`src/rtl/frp_pkg.sv`:
```
// Shared types, codes and defaults of the flash record ring pointer.
// Used by every module of the block; depends on nothing.
package frp_pkg;

    localparam int DEF_SECTOR_COUNT     = 2;
    localparam int DEF_SLOTS_PER_SECTOR = 20;

    localparam logic [31:0] RST_REGION_BASE = 32'd0;
    localparam logic [20:0] RST_SECTOR_BYTES = 21'd4096;
    localparam logic [12:0] RST_RECORD_BYTES = 13'd200;
    localparam logic [31:0] RST_PERIOD_MS = 32'd1000;

    localparam logic [1:0] CFG_REGION_BASE  = 2'd0;
    localparam logic [1:0] CFG_SECTOR_BYTES = 2'd1;
    localparam logic [1:0] CFG_RECORD_BYTES = 2'd2;
    localparam logic [1:0] CFG_PERIOD_MS    = 2'd3;

    typedef enum logic [1:0] {
        CMD_SCAN = 2'd0,
        CMD_DONE = 2'd1,
        CMD_TICK = 2'd2,
        CMD_NONE = 2'd3
    } t_cmd;

    typedef enum logic [1:0] {
        ACT_RESTORE = 2'd0,
        ACT_FRESH   = 2'd1,
        ACT_ERASE   = 2'd2,
        ACT_WRITE   = 2'd3
    } t_action;

    typedef struct packed {
        logic [31:0] region_base_addr;
        logic [20:0] sector_bytes;
        logic [12:0] record_bytes;
        logic [31:0] snapshot_period_ms;
    } t_cfg;

    typedef struct packed {
        t_cmd        cmd;
        logic [3:0]  sector_index;
        logic [7:0]  slot_index;
        logic        record_valid;
        logic [31:0] record_seq;
        logic [31:0] now_ms;
    } t_item;

    // One queued result; with two_words set an erase of the same sector goes out first.
    typedef struct packed {
        logic        two_words;
        t_action     action;
        logic [31:0] addr;
        logic [31:0] seq;
    } t_res;

endpackage

```
`src/rtl/frp_core.sv`:
```
// Ring pointer state, scan tracking and flash address computation.
// Depends on frp_pkg.
module frp_core #(
    parameter int SECTOR_COUNT     = frp_pkg::DEF_SECTOR_COUNT,
    parameter int SLOTS_PER_SECTOR = frp_pkg::DEF_SLOTS_PER_SECTOR
) (
    input  logic           i_clk,
    input  logic           i_rst_n,
    input  logic           i_go,
    input  frp_pkg::t_item i_item,
    input  frp_pkg::t_cfg  i_cfg,
    output logic           o_push,
    output frp_pkg::t_res  o_res
);
    import frp_pkg::*;

    localparam int SCW = $clog2(SECTOR_COUNT);
    localparam int SLW = $clog2(SLOTS_PER_SECTOR + 1);

    logic [31:0]    r_next_seq, n_next_seq;
    logic [SCW-1:0] r_sector, n_sector;
    logic [SLW-1:0] r_slot, n_slot;
    logic           r_known, n_known;
    logic [31:0]    r_last_ms, n_last_ms;
    logic           r_found, n_found;
    logic [31:0]    r_best_seq, n_best_seq;
    logic [SCW-1:0] r_best_sector, n_best_sector;
    logic [SLW-1:0] r_best_slot, n_best_slot;

    logic           in_ring;
    logic           elapsed;
    logic           rotate;
    logic [SCW-1:0] eff_sector;
    logic [SLW-1:0] eff_slot;
    logic [31:0]    sector_off;
    logic [31:0]    slot_off;
    logic [31:0]    addr;

    assign in_ring = i_item.record_valid
                   && ({1'b0, i_item.sector_index} < 5'(SECTOR_COUNT))
                   && ({1'b0, i_item.slot_index} < 9'(SLOTS_PER_SECTOR));
    assign elapsed = (i_item.now_ms - r_last_ms) >= i_cfg.snapshot_period_ms;
    assign rotate  = r_slot >= SLW'(SLOTS_PER_SECTOR);

    // Pick the sector and slot whose address this word reports.
    always_comb begin
        eff_sector = '0;
        eff_slot   = '0;
        if (i_item.cmd == CMD_DONE) begin
            if (r_found) begin
                eff_sector = r_best_sector;
                eff_slot   = r_best_slot;
            end
        end else if (rotate) begin
            eff_sector = (r_sector == SCW'(SECTOR_COUNT - 1)) ? '0 : r_sector + SCW'(1);
        end else begin
            eff_sector = r_sector;
            eff_slot   = r_slot;
        end
    end

    assign sector_off = 32'(eff_sector) * 32'(i_cfg.sector_bytes);
    assign slot_off   = 32'(eff_slot) * 32'(i_cfg.record_bytes);
    assign addr       = i_cfg.region_base_addr + sector_off + slot_off;

    always_comb begin
        n_next_seq    = r_next_seq;
        n_sector      = r_sector;
        n_slot        = r_slot;
        n_known       = r_known;
        n_last_ms     = r_last_ms;
        n_found       = r_found;
        n_best_seq    = r_best_seq;
        n_best_sector = r_best_sector;
        n_best_slot   = r_best_slot;
        o_push        = 1'b0;
        o_res.two_words = 1'b0;
        o_res.action    = ACT_FRESH;
        o_res.addr      = addr;
        o_res.seq       = '0;
        if (i_go) begin
            unique case (i_item.cmd)
                CMD_SCAN: begin
                    // First of equal sequence numbers wins.
                    if (in_ring && (!r_found || i_item.record_seq > r_best_seq)) begin
                        n_found       = 1'b1;
                        n_best_seq    = i_item.record_seq;
                        n_best_sector = i_item.sector_index[SCW-1:0];
                        n_best_slot   = SLW'(i_item.slot_index);
                    end
                end
                CMD_DONE: begin
                    o_push = 1'b1;
                    if (r_found) begin
                        o_res.action = ACT_RESTORE;
                        o_res.seq    = r_best_seq;
                        n_next_seq   = r_best_seq + 32'd1;
                        if (r_best_slot == SLW'(SLOTS_PER_SECTOR - 1)) begin
                            n_sector = (r_best_sector == SCW'(SECTOR_COUNT - 1)) ? '0
                                     : r_best_sector + SCW'(1);
                            n_slot   = '0;
                        end else begin
                            n_sector = r_best_sector;
                            n_slot   = r_best_slot + SLW'(1);
                        end
                    end else begin
                        o_res.action = ACT_FRESH;
                        n_next_seq   = '0;
                        n_sector     = '0;
                        n_slot       = '0;
                    end
                    n_known       = 1'b1;
                    n_last_ms     = i_item.now_ms;
                    n_found       = 1'b0;
                    n_best_seq    = '0;
                    n_best_sector = '0;
                    n_best_slot   = '0;
                end
                CMD_TICK: begin
                    if (elapsed) begin
                        if (r_known) begin
                            o_push          = 1'b1;
                            o_res.two_words = rotate;
                            o_res.action    = ACT_WRITE;
                            o_res.seq       = r_next_seq;
                            n_next_seq      = r_next_seq + 32'd1;
                            n_sector        = eff_sector;
                            n_slot          = eff_slot + SLW'(1);
                        end
                        n_last_ms = i_item.now_ms;
                    end
                end
                CMD_NONE: begin
                end
                default: begin
                end
            endcase
        end
    end

    always_ff @(posedge i_clk) begin
        if (!i_rst_n) begin
            r_next_seq    <= '0;
            r_sector      <= '0;
            r_slot        <= '0;
            r_known       <= 1'b0;
            r_last_ms     <= '0;
            r_found       <= 1'b0;
            r_best_seq    <= '0;
            r_best_sector <= '0;
            r_best_slot   <= '0;
        end else begin
            r_next_seq    <= n_next_seq;
            r_sector      <= n_sector;
            r_slot        <= n_slot;
            r_known       <= n_known;
            r_last_ms     <= n_last_ms;
            r_found       <= n_found;
            r_best_seq    <= n_best_seq;
            r_best_sector <= n_best_sector;
            r_best_slot   <= n_best_slot;
        end
    end

endmodule

```
`src/rtl/frp_outq.sv`:
```
// Two-entry result queue; an entry marked two_words leaves as an erase word then a write.
// Depends on frp_pkg.
module frp_outq (
    input  logic          i_clk,
    input  logic          i_rst_n,
    input  logic          i_push,
    input  frp_pkg::t_res i_res,
    output logic          o_can_push,
    output logic          o_valid,
    input  logic          i_stall,
    output logic [1:0]    o_action,
    output logic [31:0]   o_flash_addr,
    output logic [31:0]   o_seq_out,
    output logic          o_last
);
    import frp_pkg::*;

    localparam logic [1:0] QDEPTH = 2'd2;

    t_res       r_q [2];
    logic       r_wp, r_rp, r_sub;
    logic [1:0] r_cnt;

    t_res head;
    logic erase_phase;
    logic pop_word;
    logic pop_entry;

    assign head        = r_q[r_rp];
    assign erase_phase = head.two_words && !r_sub;
    assign o_valid     = r_cnt != 2'd0;
    assign pop_word    = o_valid && !i_stall;
    assign pop_entry   = pop_word && !erase_phase;
    assign o_can_push  = (r_cnt != QDEPTH) || pop_entry;

    assign o_action     = erase_phase ? ACT_ERASE : head.action;
    assign o_flash_addr = head.addr;
    assign o_seq_out    = erase_phase ? 32'd0 : head.seq;
    assign o_last       = !erase_phase;

    always_ff @(posedge i_clk) begin
        if (i_push) begin
            r_q[r_wp] <= i_res;
        end
    end

    always_ff @(posedge i_clk) begin
        if (!i_rst_n) begin
            r_wp  <= 1'b0;
            r_rp  <= 1'b0;
            r_sub <= 1'b0;
            r_cnt <= 2'd0;
        end else begin
            if (i_push) begin
                r_wp <= !r_wp;
            end
            if (pop_entry) begin
                r_rp  <= !r_rp;
                r_sub <= 1'b0;
            end else if (pop_word) begin
                r_sub <= 1'b1;   // erase word sent, hold entry for its write
            end
            r_cnt <= r_cnt + 2'(i_push) - 2'(pop_entry);
        end
    end

endmodule

```
`src/rtl/flash_record_ring_pointer_top.sv`:
```
// Top level of the flash record ring pointer: config registers, input register,
// core and result queue. Depends on frp_pkg, frp_core and frp_outq.
//
//   channel   direction  handshake            payload
//   input     in         i_valid / o_stall    i_cmd .. i_now_ms
//   result    out        o_valid / i_stall    o_action .. o_last
//   config    in         i_cfg_we             i_cfg_index, i_cfg_data
//
// One input word per cycle unless stalled; results pass the input register and queue.
// A tick that rotates to a new sector puts two words on the result side, so the
// result port sets the rate when rotations follow closely.
// Reset is synchronous; control state clears, config returns to its defaults.
// A stalled result side fills the two-entry queue, then stalls done and tick words.
module flash_record_ring_pointer_top #(
    parameter int SECTOR_COUNT     = frp_pkg::DEF_SECTOR_COUNT,
    parameter int SLOTS_PER_SECTOR = frp_pkg::DEF_SLOTS_PER_SECTOR
) (
    input  logic        i_clk,
    input  logic        i_rst_n,
    input  logic        i_cfg_we,
    input  logic [1:0]  i_cfg_index,
    input  logic [31:0] i_cfg_data,
    input  logic        i_valid,
    output logic        o_stall,
    input  logic [1:0]  i_cmd,
    input  logic [3:0]  i_sector_index,
    input  logic [7:0]  i_slot_index,
    input  logic        i_record_valid,
    input  logic [31:0] i_record_seq,
    input  logic [31:0] i_now_ms,
    output logic        o_valid,
    input  logic        i_stall,
    output logic [1:0]  o_action,
    output logic [31:0] o_flash_addr,
    output logic [31:0] o_seq_out,
    output logic        o_last
);
    import frp_pkg::*;

    t_cfg  r_cfg;
    t_item r_item;
    logic  r_item_valid;
    logic  can_push;
    logic  no_result;
    logic  proc_go;
    logic  push;
    t_res  res;

    always_ff @(posedge i_clk) begin
        if (!i_rst_n) begin
            r_cfg.region_base_addr   <= RST_REGION_BASE;
            r_cfg.sector_bytes       <= RST_SECTOR_BYTES;
            r_cfg.record_bytes       <= RST_RECORD_BYTES;
            r_cfg.snapshot_period_ms <= RST_PERIOD_MS;
        end else if (i_cfg_we) begin
            unique case (i_cfg_index)
                CFG_REGION_BASE:  r_cfg.region_base_addr   <= i_cfg_data;
                CFG_SECTOR_BYTES: r_cfg.sector_bytes       <= i_cfg_data[20:0];
                CFG_RECORD_BYTES: r_cfg.record_bytes       <= i_cfg_data[12:0];
                CFG_PERIOD_MS:    r_cfg.snapshot_period_ms <= i_cfg_data;
                default: begin
                end
            endcase
        end
    end

    // Scan words and unused codes never produce a result, so they need no queue room.
    assign no_result = (r_item.cmd == CMD_SCAN) || (r_item.cmd == CMD_NONE);
    assign proc_go   = r_item_valid && (no_result || can_push);
    assign o_stall   = r_item_valid && !proc_go;

    always_ff @(posedge i_clk) begin
        if (i_valid && !o_stall) begin
            r_item.cmd          <= t_cmd'(i_cmd);
            r_item.sector_index <= i_sector_index;
            r_item.slot_index   <= i_slot_index;
            r_item.record_valid <= i_record_valid;
            r_item.record_seq   <= i_record_seq;
            r_item.now_ms       <= i_now_ms;
        end
    end

    always_ff @(posedge i_clk) begin
        if (!i_rst_n) begin
            r_item_valid <= 1'b0;
        end else if (i_valid && !o_stall) begin
            r_item_valid <= 1'b1;
        end else if (proc_go) begin
            r_item_valid <= 1'b0;
        end
    end

    frp_core #(
        .SECTOR_COUNT     (SECTOR_COUNT),
        .SLOTS_PER_SECTOR (SLOTS_PER_SECTOR)
    ) u_core (
        .i_clk   (i_clk),
        .i_rst_n (i_rst_n),
        .i_go    (proc_go),
        .i_item  (r_item),
        .i_cfg   (r_cfg),
        .o_push  (push),
        .o_res   (res)
    );

    frp_outq u_outq (
        .i_clk        (i_clk),
        .i_rst_n      (i_rst_n),
        .i_push       (push),
        .i_res        (res),
        .o_can_push   (can_push),
        .o_valid      (o_valid),
        .i_stall      (i_stall),
        .o_action     (o_action),
        .o_flash_addr (o_flash_addr),
        .o_seq_out    (o_seq_out),
        .o_last       (o_last)
    );

endmodule

```
`config.mk`:
```
export PLATFORM = sky130hd
export DESIGN_NAME = flash_record_ring_pointer_top
export DESIGN_NICKNAME = d
export VERILOG_FILES = /design/src/rtl/frp_pkg.sv /design/src/rtl/frp_core.sv /design/src/rtl/frp_outq.sv /design/src/rtl/flash_record_ring_pointer_top.sv
export SDC_FILE = /design/constraint.sdc
export NUM_CORES = 1
export LEC_CHECK = 0
export ABC_CLOCK_PERIOD_IN_PS = 7900
export BUFFER_PORTS_ARGS = -buffer_cell sky130_fd_sc_hd__clkbuf_2
export CORE_ASPECT_RATIO = 0.6
export CORE_MARGIN = 2
export CORE_UTILIZATION = 30
export CTS_CLUSTER_DIAMETER = 50
export CTS_CLUSTER_SIZE = 16
export DETAILED_ROUTE_END_ITERATION = 6
export HOLD_SLACK_MARGIN = 0.12
export PLACE_DENSITY_LB_ADDON = 0.12
export SLEW_MARGIN = 10
export SYNTH_ARGS = -nofsm -noshare
export SYNTH_HDL_FRONTEND = slang
export SYNTH_SLANG_ARGS = --single-unit
```
`constraint.sdc`:
```
create_clock -name i_clk -period 7.9 [get_ports i_clk]
set_input_delay 1.58 -clock i_clk [delete_from_list [all_inputs] [get_ports i_clk]]
set_output_delay 1.58 -clock i_clk [all_outputs]
set_load 0.005 [all_outputs]
```
==> metrics.log <==
INFO  metric run_status = finished clean
INFO  metric die_width = roughly 370 um
INFO  metric worstPathMaxFanout = 16
INFO  metric timing.critical_path.arrival = ~7400 ps
INFO  metric clock_tree.buffer_depth = 3
INFO  metric hold_buffers = 0
INFO  metric post-route-drc-count = 0
INFO  metric rr_endpoint = u_outq.r_q[1][63]
INFO  metric tns = 0 ps
INFO  metric final_layout_size_suffix_gt1_share = around 14%
INFO  metric grt_pass1_vias = 16880
INFO  metric synth.top_cell.area_share = a little over a quarter
INFO  metric worst_r2r_startpoint = u_core.r_slot[2]
INFO  metric grt_pass1_wl = around 110000 um
INFO  metric io-pin-count = about 190
INFO  metric finalHoldViolCount = 0
INFO  metric cts_setup_buffers = 0
INFO  metric area_growth = 15.64%
INFO  metric critPathCaptureType = flop
INFO  metric first_pass_iters = 5
INFO  metric worst_slew_margin_rel = around 27%
INFO  metric std_cell_rows = approximately 80
INFO  metric route.antenna.remaining_nets = 0
INFO  metric die_h = ~220 um
INFO  metric drtIter0Drc = 1128
INFO  metric vias = between 15000 and 20000
INFO  metric number_of_register_bits_inferred_by_synthesis = ~430
INFO  metric layout.area.seq = about 11000 um2
INFO  metric slew_violations = 0
INFO  metric powerDensity = 193.3 nW/um2
INFO  metric min_period_over_period = between 80% and 90%
INFO  metric synth_cells = between 2000 and 2500
INFO  metric wl_per_instance = between 15 and 20 um
INFO  metric cap_viol_max_count = 0
INFO  metric worst_slew_pin_slew = approximately 1100 ps
INFO  metric finalSetupViolations = 0
INFO  metric timing.hold.worst.class = flop to flop
INFO  metric post_syn_area_per_cell = 9.984 um2
INFO  metric die-area = around 81000 um2
INFO  metric yosysWarnings = 0
INFO  metric timing.critical_path.required = just over 8000 ps
INFO  metric globalplace.congestion = roughly 0.86
INFO  metric clk_pin_slew_worst_setup_hold_paths = ~70 ps
INFO  metric clock.fmax = approximately 140 MHz
INFO  metric place_worst_setup_slack = about 750 ps
INFO  metric setup_slack_of_the_most_critical_reg_to_reg_path = around 830 ps
INFO  metric avg_vias_per_cell = 4.830
INFO  metric cp_cell_sequence = o21ai_0 > nand2_1 > o21ai_1 > nand2_1 > fa_1 > inv_1 > ha_1 > fa_1 > inv_1 > fa_1 > inv_1 > fa_1 > a21o_1 > a21oi_1 > o21a_1 > o211ai_1 > a221oi_1 > o21ai_0 > a21oi_1 > nor3b_1 > xor2_1
INFO  metric synthDistinctLibCells = just over 80
INFO  metric synth_flop_cell = sky130_fd_sc_hd__dfxtp_1
INFO  metric clock-sinks = roughly 430
INFO  metric largest_net_degree_at_the_start_of_global_routing = 99
INFO  metric tritoncts.num_buffers = between 40 and 50
INFO  metric grt_setup_unrepaired = no
INFO  metric nFillCells = roughly 8000
INFO  metric tritoncts = yes
INFO  metric post_route_worst_setup_slack = slightly above 800 ps
INFO  metric cp_num_buf_inv = 3
INFO  metric postSynth.asyncResetShare = 0%
INFO  metric critical_path.max_stage_delay = ~810 ps
INFO  metric finClkSkew = 26.49 ps
INFO  metric cell_with_the_most_instances_after_synthesis = sky130_fd_sc_hd__nand2_1
INFO  metric cellLeakagePower = 10.71 nW
INFO  metric cp_top_family = compound AO/OA/AOI/OAI gates
INFO  metric netlist.top_cell.by_area = sky130_fd_sc_hd__edfxtp_1
INFO  metric start_kind = flop
INFO  metric grt_antenna_before_repair = 7
INFO  metric cts-resized-gates = 0
INFO  metric hold-path-endpoint = r_cfg[77]
INFO  metric critPathSlowestCell = sky130_fd_sc_hd__o21ai_1
INFO  metric ctsRootBufferMaster = sky130_fd_sc_hd__clkbuf_16
INFO  metric insertion_delay = 610 ps
INFO  metric floorplan.initialDensity = around 30%
INFO  metric postSynthNetCount = between 2000 and 3000
INFO  metric overflow_after_grt = 0
INFO  metric place_hpwl = about 52000 um
INFO  metric synthTopCellsByCount = sky130_fd_sc_hd__nand2_1 (281), sky130_fd_sc_hd__dfxtp_1 (215), sky130_fd_sc_hd__inv_1 (215)
INFO  metric setup.worst_path.class = flop to flop
INFO  metric synth_edf_count = around 210
INFO  metric top_area_cells_in_the_synthesized_netlist = sky130_fd_sc_hd__edfxtp_1 (27%), sky130_fd_sc_hd__dfxtp_1 (18%), sky130_fd_sc_hd__ha_1 (7.6%)
INFO  metric multiInputGateArea = ~12000 um2
INFO  metric synth_sequential_area_ratio = a little under half
INFO  metric whs_path_depth = 2
INFO  metric cp_common_cell = sky130_fd_sc_hd__fa_1
INFO  metric area_of_the_core = roughly 78000 um2
INFO  metric placed_area = ~26000 um2
INFO  metric io_buffer_count = about 190
INFO  metric reg2reg_depth = 21
INFO  metric htree_levels = 2
INFO  metric postRouteWirelength = roughly 70000 um
INFO  metric finish.net_count = approximately 2900
INFO  metric synthesis.area = ~24000 um2
INFO  metric worst_hold_startpoint = r_cfg[77]
INFO  metric power.ir.vdd_worst = approximately 0.14 mV
INFO  metric finish.instance_area = roughly 27000 um2
INFO  metric post-route-min-period = between 7000 and 8000 ps
INFO  metric grt_usage = roughly 17%
## tightest hold or removal path, delay by kind of cell (launching register included)
family | cells | cell delay (ps)
compound gates | 1 | 50
flops | 1 | 310
simple gates | 1 | 50
## how the worst max path moves through the flow
stage,start,end,slack [ps],cells after the start
final,u_core.r_slot[2],u_outq.r_q[1][63],830,21
after global routing,u_core.r_slot[2],u_outq.r_q[1][63],260,21
after CTS,u_core.r_slot[2],u_outq.r_q[0][63],740,21
after detailed placement,u_core.r_slot[2],u_outq.r_q[1][63],750,21
after global placement,u_core.r_slot[2],u_outq.r_q[0][63],910,21
after floorplan,r_item[0],u_outq.r_q[0][0],100,21
## registers in the layout, indices dropped and copies added (netlist names), 2 cells and up, named ones only
register	cells
u_outq.r_q	134
u_core.r_best_seq	32
r_cfg	98
u_core.r_slot	5
u_core.r_next_seq	32
u_core.r_last_ms	32
u_core.r_best_slot	5
u_outq.r_cnt	2
r_item	79
## placed cells by master, fill, tap and decap left out, drive strengths merged, types with 29 or more instances in the layout
cell    instances
mux2i          81
edfxtp        213
inv           224
nand4b         29
nor2          156
xnor2          71
a22o           32
nand2         281
clkbuf        249
a21o           51
dfxtp         215
fa             67
nand3          50
o21ai          67
mux2           32
a21oi         170
and2           88
ha            144
## logic make-up (layout without fill, tap and decap cells)
family / count (synthesis) / count (layout) / share of synthesized area (%)
and+or+nand+nor: 735 / 735 / 14.97
xor gates and xnor gates: 97 / 97 / 3.580
other: 0 / 4 / 0
AOI/OAI and AO/OA: 471 / 471 / 12.81
buffers and inverters: 322 / 513 / 5.377
muxes: 113 / 113 / 4.935
DFF: 428 / 428 / 45.09
adders and majority gates: 211 / 211 / 13.24
## where the power goes
| part | internal (mW) | switching (mW) | total, mW |
|---|---|---|---|
| clock | 1.34 | 1.01 | 2.35 |
| sequential | 2.38 | 0.0439 | 2.43 |
| combinational | 0.209 | 0.319 | 0.528 |
## layout make-up
class | count | area share, %
Clock buffer | 63 | 5.225
Sequential cell | 428 | 39.00
Tap cell | 1053 | 4.801
Inverter | 216 | 2.972
Timing Repair Buffer | 212 | 4.194
Antenna cell | 4 | 0.03647
Multi-Input combinational cell | 1627 | 42.94
Clock inverter | 22 | 0.8343
## stage by stage
stage          std cells  power (mW)  hold slack, ps  util [%]
2_1_floorplan       2377       2.823           431.7         -
3_3_place_gp        3536       2.996           439.8     33.09
3_5_place_dp        3536       3.008           446.5     33.09
4_1_cts             3621       5.392           455.0     35.22
5_1_grt             3624       5.537           468.3     35.23
6_report            3625       5.305           454.3     35.24
## per-layer routing
| metal | up-vias | part of all wire, % | global-route usage, % |
|---|---|---|---|
| met3 | 74 | 5.8 | 3.276 |
| met2 | 434 | 35 | 20.50 |
| met4 | 6 | 1.8 | 3.926 |
| li1 | 8618 | - | - |
| met5 | - | 0.056 | 0 |
| met1 | 8378 | 57 | 28.28 |
Power figures use the tool's default switching activity.
